==> src/hw/rtl/xold_pkg.sv <==
// Types, opcode constants and lookup tables for the x86 opcode length decoder.
package xold_pkg;

   typedef struct packed {
      logic [7:0] opcode_byte;
      logic       addr_size_32;
      logic       oper_size_32;
   } req_type;

   typedef struct packed {
      logic       two_byte_map;
      logic [7:0] opcode_value;
      logic       modrm_needed;
      logic [2:0] disp_bytes;
      logic       far_pointer;
      logic [2:0] imm_bytes;
      logic [3:0] group_number;
   } rsp_type;

   // One bit per opcode: row is the high nibble, column 0 is the most significant bit.
   typedef logic [0:15][15:0] opcode_map_type;

   localparam logic [7:0] ESCAPE_CODE   = 8'h0F;
   localparam logic [7:0] CALL_FAR_CODE = 8'h9A;
   localparam logic [7:0] JMP_FAR_CODE  = 8'hEA;
   localparam logic [7:0] RET_IMM_CODE  = 8'hC2;
   localparam logic [7:0] RETF_IMM_CODE = 8'hCA;
   localparam logic [7:0] ENTER_CODE    = 8'hC8;

   localparam opcode_map_type MODRM_MAP1 = {
      16'hF0F0, 16'hF0F0, 16'hF0F0, 16'hF0F0, 16'h0000, 16'h0000, 16'h3050, 16'h0000,
      16'hFFFF, 16'h0000, 16'h0000, 16'h0000, 16'hCF00, 16'hF000, 16'h0000, 16'h0303};
   localparam opcode_map_type MODRM_MAP2 = {
      16'hB000, 16'h0000, 16'hF000, 16'hF000, 16'hFFFF, 16'h0000, 16'hFFF3, 16'h7E03,
      16'h0000, 16'hFFFF, 16'h1C1D, 16'hFF3F, 16'hC100, 16'h74DD, 16'h64DD, 16'h74EE};
   localparam opcode_map_type DISP8_MAP1 = {
      16'h0000, 16'h0000, 16'h0000, 16'h0000, 16'h0000, 16'h0000, 16'h0000, 16'hFFFF,
      16'h0000, 16'h0000, 16'hA000, 16'h0000, 16'h0000, 16'h0000, 16'hF010, 16'h0000};
   localparam opcode_map_type DISPV_MAP1 = {
      16'h0000, 16'h0000, 16'h0000, 16'h0000, 16'h0000, 16'h0000, 16'h0000, 16'h0000,
      16'h0000, 16'h0000, 16'h5000, 16'h0000, 16'h0000, 16'h0000, 16'h00C0, 16'h0000};
   localparam opcode_map_type DISPV_MAP2 = {
      16'h0000, 16'h0000, 16'h0000, 16'h0000, 16'h0000, 16'h0000, 16'h0000, 16'h0000,
      16'hFFFF, 16'h0000, 16'h0000, 16'h0000, 16'h0000, 16'h0000, 16'h0000, 16'h0000};
   localparam opcode_map_type IMM8_MAP1 = {
      16'h0808, 16'h0808, 16'h0808, 16'h0808, 16'h0000, 16'h0000, 16'h0030, 16'h0000,
      16'h0000, 16'h0000, 16'h0080, 16'hFF00, 16'h0200, 16'h0000, 16'h0F00, 16'h0000};
   localparam opcode_map_type IMMV_MAP1 = {
      16'h0404, 16'h0404, 16'h0404, 16'h0404, 16'h0000, 16'h0000, 16'h00C0, 16'h0000,
      16'h0000, 16'h0000, 16'h0040, 16'h00FF, 16'h0100, 16'h0000, 16'h0000, 16'h0000};
   localparam opcode_map_type IMM8_MAP2 = {
      16'h0000, 16'h0000, 16'h0000, 16'h0000, 16'h0000, 16'h0000, 16'h0000, 16'h0000,
      16'h0000, 16'h0000, 16'h0808, 16'h0000, 16'h0000, 16'h0000, 16'h0000, 16'h0000};

   function automatic logic map_bit(input opcode_map_type map, input logic [7:0] code);
      return map[code[7:4]][4'd15 - code[3:0]];
   endfunction

   function automatic logic [3:0] group_of(input logic [7:0] code, input logic two_byte);
      logic [3:0] grp;
      grp = 4'd0;
      if (!two_byte) begin
         if (code >= 8'h80 && code <= 8'h83) begin
            grp = 4'd1;
         end else if (code == 8'hC0 || code == 8'hC1 || (code >= 8'hD0 && code <= 8'hD3)) begin
            grp = 4'd2;
         end else if (code == 8'hF6 || code == 8'hF7) begin
            grp = 4'd3;
         end else if (code == 8'hFE) begin
            grp = 4'd4;
         end else if (code == 8'hFF) begin
            grp = 4'd5;
         end
      end else begin
         if (code == 8'h00) begin
            grp = 4'd6;
         end else if (code == 8'h01) begin
            grp = 4'd7;
         end else if (code == 8'hC7) begin
            grp = 4'd9;
         end else if (code >= 8'h71 && code <= 8'h73) begin
            grp = 4'd10;
         end
      end
      return grp;
   endfunction

endpackage

==> src/hw/rtl/xold_decode.sv <==
// Combinational opcode table lookup that sizes the operands of one opcode byte.
module xold_decode (
   input  xold_pkg::req_type item,
   input  logic              escape_seen,
   output logic              is_escape,
   output xold_pkg::rsp_type result
);
   import xold_pkg::*;

   logic [7:0] code;
   logic       a32;
   logic       o32;
   logic [2:0] var_disp;
   logic [2:0] var_imm;

   assign code     = item.opcode_byte;
   assign a32      = item.addr_size_32;
   assign o32      = item.oper_size_32;
   assign var_disp = a32 ? 3'd4 : 3'd2;
   assign var_imm  = o32 ? 3'd4 : 3'd2;

   assign is_escape = !escape_seen && (code == ESCAPE_CODE);

   always_comb begin
      result              = '0;
      result.two_byte_map = escape_seen;
      result.opcode_value = code;
      result.group_number = group_of(code, escape_seen);
      if (!escape_seen) begin
         result.modrm_needed = map_bit(MODRM_MAP1, code);
         priority if (code == CALL_FAR_CODE || code == JMP_FAR_CODE) begin
            result.disp_bytes  = a32 ? 3'd6 : 3'd4;
            result.far_pointer = 1'b1;
         end else if (map_bit(DISP8_MAP1, code)) begin
            result.disp_bytes = 3'd1;
         end else if (map_bit(DISPV_MAP1, code)) begin
            result.disp_bytes = var_disp;
         end else begin
            result.disp_bytes = 3'd0;
         end
         priority if (code == RET_IMM_CODE || code == RETF_IMM_CODE) begin
            result.imm_bytes = 3'd2;
         end else if (code == ENTER_CODE) begin
            result.imm_bytes = 3'd3;
         end else if (map_bit(IMM8_MAP1, code)) begin
            result.imm_bytes = 3'd1;
         end else if (map_bit(IMMV_MAP1, code)) begin
            result.imm_bytes = var_imm;
         end else begin
            result.imm_bytes = 3'd0;
         end
      end else begin
         result.modrm_needed = map_bit(MODRM_MAP2, code);
         result.disp_bytes   = map_bit(DISPV_MAP2, code) ? var_disp : 3'd0;
         result.imm_bytes    = map_bit(IMM8_MAP2, code) ? 3'd1 : 3'd0;
      end
   end

endmodule

==> src/hw/rtl/x86_opcode_length_decode.sv <==
// Top level of the x86 opcode length decoder with escape tracking and result register.
// Each request transaction carries one opcode byte that follows any prefixes, with the
// effective address and operand size flags. A 0x0F byte outside the two-byte map only
// arms the escape and returns no response; every other byte returns one response, in the
// cycle after acceptance, giving the map, ModR/M presence, displacement and immediate
// sizes and the extension group. The decoder accepts one byte every cycle; the single
// result register stalls the request side only while a response waits and rsp_ready
// is low.
module x86_opcode_length_decode (
   input  logic              clock,
   input  logic              reset,
   input  logic              req_valid,
   output logic              req_ready,
   input  xold_pkg::req_type req_payload,
   output logic              rsp_valid,
   input  logic              rsp_ready,
   output xold_pkg::rsp_type rsp_payload
);
   import xold_pkg::*;

   logic    escape_ff;
   logic    escape_in;
   logic    rsp_valid_ff;
   logic    rsp_valid_in;
   rsp_type rsp_ff;
   rsp_type rsp_in;
   rsp_type decoded;
   logic    is_escape;
   logic    req_fire;

   xold_decode u_decode (
      .item       (req_payload),
      .escape_seen(escape_ff),
      .is_escape  (is_escape),
      .result     (decoded)
   );

   assign req_ready = !rsp_valid_ff || rsp_ready;
   assign req_fire  = req_valid && req_ready;

   always_comb begin
      escape_in    = escape_ff;
      rsp_valid_in = rsp_valid_ff && !rsp_ready;
      rsp_in       = rsp_ff;
      if (req_fire) begin
         escape_in = is_escape;
         if (!is_escape) begin
            rsp_valid_in = 1'b1;
            rsp_in       = decoded;
         end
      end
   end

   always_ff @(posedge clock) begin
      if (reset) begin
         escape_ff    <= 1'b0;
         rsp_valid_ff <= 1'b0;
      end else begin
         escape_ff    <= escape_in;
         rsp_valid_ff <= rsp_valid_in;
      end
   end

   always_ff @(posedge clock) begin
      rsp_ff <= rsp_in;
   end

   assign rsp_valid   = rsp_valid_ff;
   assign rsp_payload = rsp_ff;

endmodule

==> config.mk <==
export PLATFORM = sky130hd
export DESIGN_NAME = x86_opcode_length_decode
export DESIGN_NICKNAME = d
export VERILOG_FILES = /design/src/hw/rtl/xold_pkg.sv /design/src/hw/rtl/xold_decode.sv /design/src/hw/rtl/x86_opcode_length_decode.sv
export SDC_FILE = /design/constraint.sdc
export NUM_CORES = 1
export LEC_CHECK = 0
export BUFFER_PORTS_ARGS = -buffer_cell sky130_fd_sc_hd__buf_2
export CAP_MARGIN = 20
export CORE_MARGIN = 2
export CORE_UTILIZATION = 40
export CTS_CLUSTER_SIZE = 25
export DETAILED_ROUTE_END_ITERATION = 8
export RECOVER_POWER = 100
export SLEW_MARGIN = 20
export SYNTH_ARGS = -nofsm -noshare
export SYNTH_HDL_FRONTEND = slang
export SYNTH_SLANG_ARGS = --single-unit
==> constraint.sdc <==
create_clock -name clock -period 2.6 [get_ports clock]
set_input_delay 0 -clock clock [delete_from_list [all_inputs] [get_ports clock]]
set_output_delay 0 -clock clock [all_outputs]
set_load 0.02 [all_outputs]
==> impl_metrics.ini <==
[place]
io_buffers = 36
routabilityCongestion = 0.8830
dp_hpwl_um = 3158
dpl.cell_count = 281
placed_area_um2 = 2002

[synthesis]
ys_seq_area_share_pct = 36.34
yosysTopAreaCell = edfxtp_1
synthAdderAreaFrac_pct = 3.390
synthSimpleGateAreaFrac_pct = 26.37
yosys_warnings = 0
synth_flop_cell = edfxtp_1
synth_top_area_share_pct = 34.17
synthMuxAreaShare_pct = 3.458
synth_compound_area_share_pct = 22.17
synthesis.nets = 229
syn_area_um2 = 1846
syn_area_per_cell_um2 = 8.788
ys_seq_elements = 23
synth-edff-count = 21
async_flop_share_pct = 0
synth_top_family_by_area = simple AND/OR/NAND/NOR gates
syn_inst = 210
yosys.cell_types.count = 51
synth.area.top_cells = edfxtp_1 (34%), a21oi_1 (3.8%), nand2_1 (3.7%)
synthXorXnorAreaFrac_pct = 0.4746

[setup_path]
crit_fanout = 17
cp-start-kind = input port
worstSetupEndpointType = register
crit_chain = clkbuf_1, inv_1, ha_1, inv_1, nor2_1, a31oi_2, buf_4
crit_family = buffers and inverters
cp.arrival_ns = 1.98
cp.buffers_inverters = 4
reg2reg_to = rsp_payload[0]
critPathMaxStageDelay_ns = 0.40
r2r-start = escape_ff
critPathLaunch = req_payload[6]
r2r_cells = 3
r2r_slack_ns = 0.91
required_ns = 2.56
critPathMostFrequentCell = inv_1
crit_path_top_delay_cell = ha_1
critPathKind = in2reg

[clocking]
clock_sinks = 23
cts_tree = built
root_buffer = clkbuf_8
insertion_delay_ns = 0.26
cts_buffers = 3
htree_num_levels = 1
postCtsResizedCells = 0
clk_pin_slew_worst_paths_ns = 0.08
clock_path_buffers = 2
post-cts-setup-buffer-count = 0
hold_buffers = 1

[grt]
grt_pass1_wl_um = 7610
grt_start_max_net_pins = 36
grt_usage_pct = 18.12
grt_pass1_vias = 1564
antenna_found_initial = 0
grt_overflow = 0

[timing]
period_share_pct = 77.57
max_freq_mhz = 495.8
tightest_slew_ns = 1.097
relSlewSlack_pct = 26.86
post-route-min-period_ns = 2.017
rsz0062_at_grt = no
finClkSkew_ns = 0.001046
hold_viol = 0
setup_tns_ns = 0
setup_violations = 0
drv_slew = 0

[detailed_routing]
ant_nets = 0
route.vias.total = 1690
drt_iter0_drc = 107
wl_met1_um = 2224
drc_errors = 0
routed_wl_um = 4567
met3_length_um = 284
met2_length_um = 1997
top_layer_used = met4
viasPerCell = 5.909
post_drt_wl_per_cell_um = 15.97
dr.pass1.iters = 4

[power_and_ir_drop]
power_density_nw_per_um2 = 432.1
power_leakage_nw = 0.6987
total_power_uw = 872.0
max-vdd-ir-drop_uv = 222.0

[finish]
final_cell_mix = clkbuf_1 (30), edfxtp_1 (21), nand2_1 (18)
stdcell_count = 286
diodes = 0
syn_to_final_growth_pct = 9.356
fin_util_pct = 45.72
layout_commonest_cell = clkbuf_1
fin_area_um2 = 2018
nNetsFinal = 254
fill_cells = 437
drive_above_1_share_pct = 8.974

[min_path]
holdPathStages = 3
min_to = escape_ff
worstHoldStart = req_valid
min_path_type = in2reg

[floorplan]
die_y_um = 71.93
ios = 37
rows = 24
die_area_um2 = 5173
fp.dieW_um = 71.93
core-area_um2 = 4414
initial_core_util_pct = 41.81

[status]
status = finished, final reports clean

[run]
maxCapViolations = 0
==> how the worst max path moves through the flow <==
stage,to,slack (ns),depth (start not counted)
floorplan,rsp_payload[0],0.04,7
global placement,rsp_payload[11],0.64,8
detailed placement,rsp_payload[17],0.55,7
CTS,rsp_payload[17],0.84,7
global route,rsp_payload[12],0.39,7
finish,rsp_payload[16],0.58,7
==> synth_stat cells (4+ instances only) <==
| cell | number |
|---|---|
| edfxtp_1 | 21 |
| inv_1 | 9 |
| buf_2 | 10 |
| buf_4 | 5 |
| a31oi_1 | 5 |
| nor3_1 | 9 |
| nor2b_1 | 6 |
| o21ai_0 | 9 |
| nor2_1 | 16 |
| a21oi_1 | 14 |
| o211ai_1 | 5 |
| ha_1 | 5 |
| nor3b_1 | 4 |
| nand3_1 | 5 |
| nand2_1 | 18 |
| nand2b_1 | 10 |
==> area by class of cell <==
class	count	area [um^2]	share of cell area, %
Inverter	9	33.78	1.674
Tap cell	52	65.06	3.224
Timing Repair Buffer	39	166.4	8.246
Clock buffer	4	45.04	2.232
Multi-Input combinational cell	159	1037	51.39
Sequential cell	23	670.6	33.23
==> where the power goes <==
part           internal [mW]  switching [mW]  leakage, nW
sequential             0.429         0.00539        0.227
clock                  0.109           0.108       0.0228
combinational         0.0685           0.152        0.449
total                  0.607           0.265        0.699
==> stage by stage <==
stage	setup WS [ns]	hold WS, ns
floorplan	0.04297	0.06907
global placement	0.6357	0.1840
detailed placement	0.5523	0.1794
CTS	0.8379	0.04727
global route	0.3924	0.06134
finish	0.5832	0.04056
==> metal layers <==
| layer | global-route usage [%] | up-vias |
|---|---|---|
| li1 | - | 842 |
| met1 | 27.03 | 775 |
| met2 | 26.85 | 67 |
| met3 | 2.778 | 6 |
| met4 | 6.080 | 0 |
| met5 | 0 | - |
==> state kept, by name, summed over array words and instances (netlist names) <==
| name | cells |
|---|---|
| rsp_valid | 1 |
| rsp_payload | 21 |
| escape_ff | 1 |
==> worst reg2reg max path, delay by kind of cell, from the launching register on <==
family / cells / cell delay, ns
buffers and inverters: 1 / 0.59
AOI/OAI and AO/OA: 2 / 0.53
DFF: 1 / 0.33
==> cell families after synthesis <==
kind of cell,Yosys count
xor gates and xnor gates,1
adders and majority gates,5
muxes,6
AOI/OAI and AO/OA,59
DFF,23
buffers and inverters,28
and+or+nand+nor,88
Power figures use the tool's default switching activity.
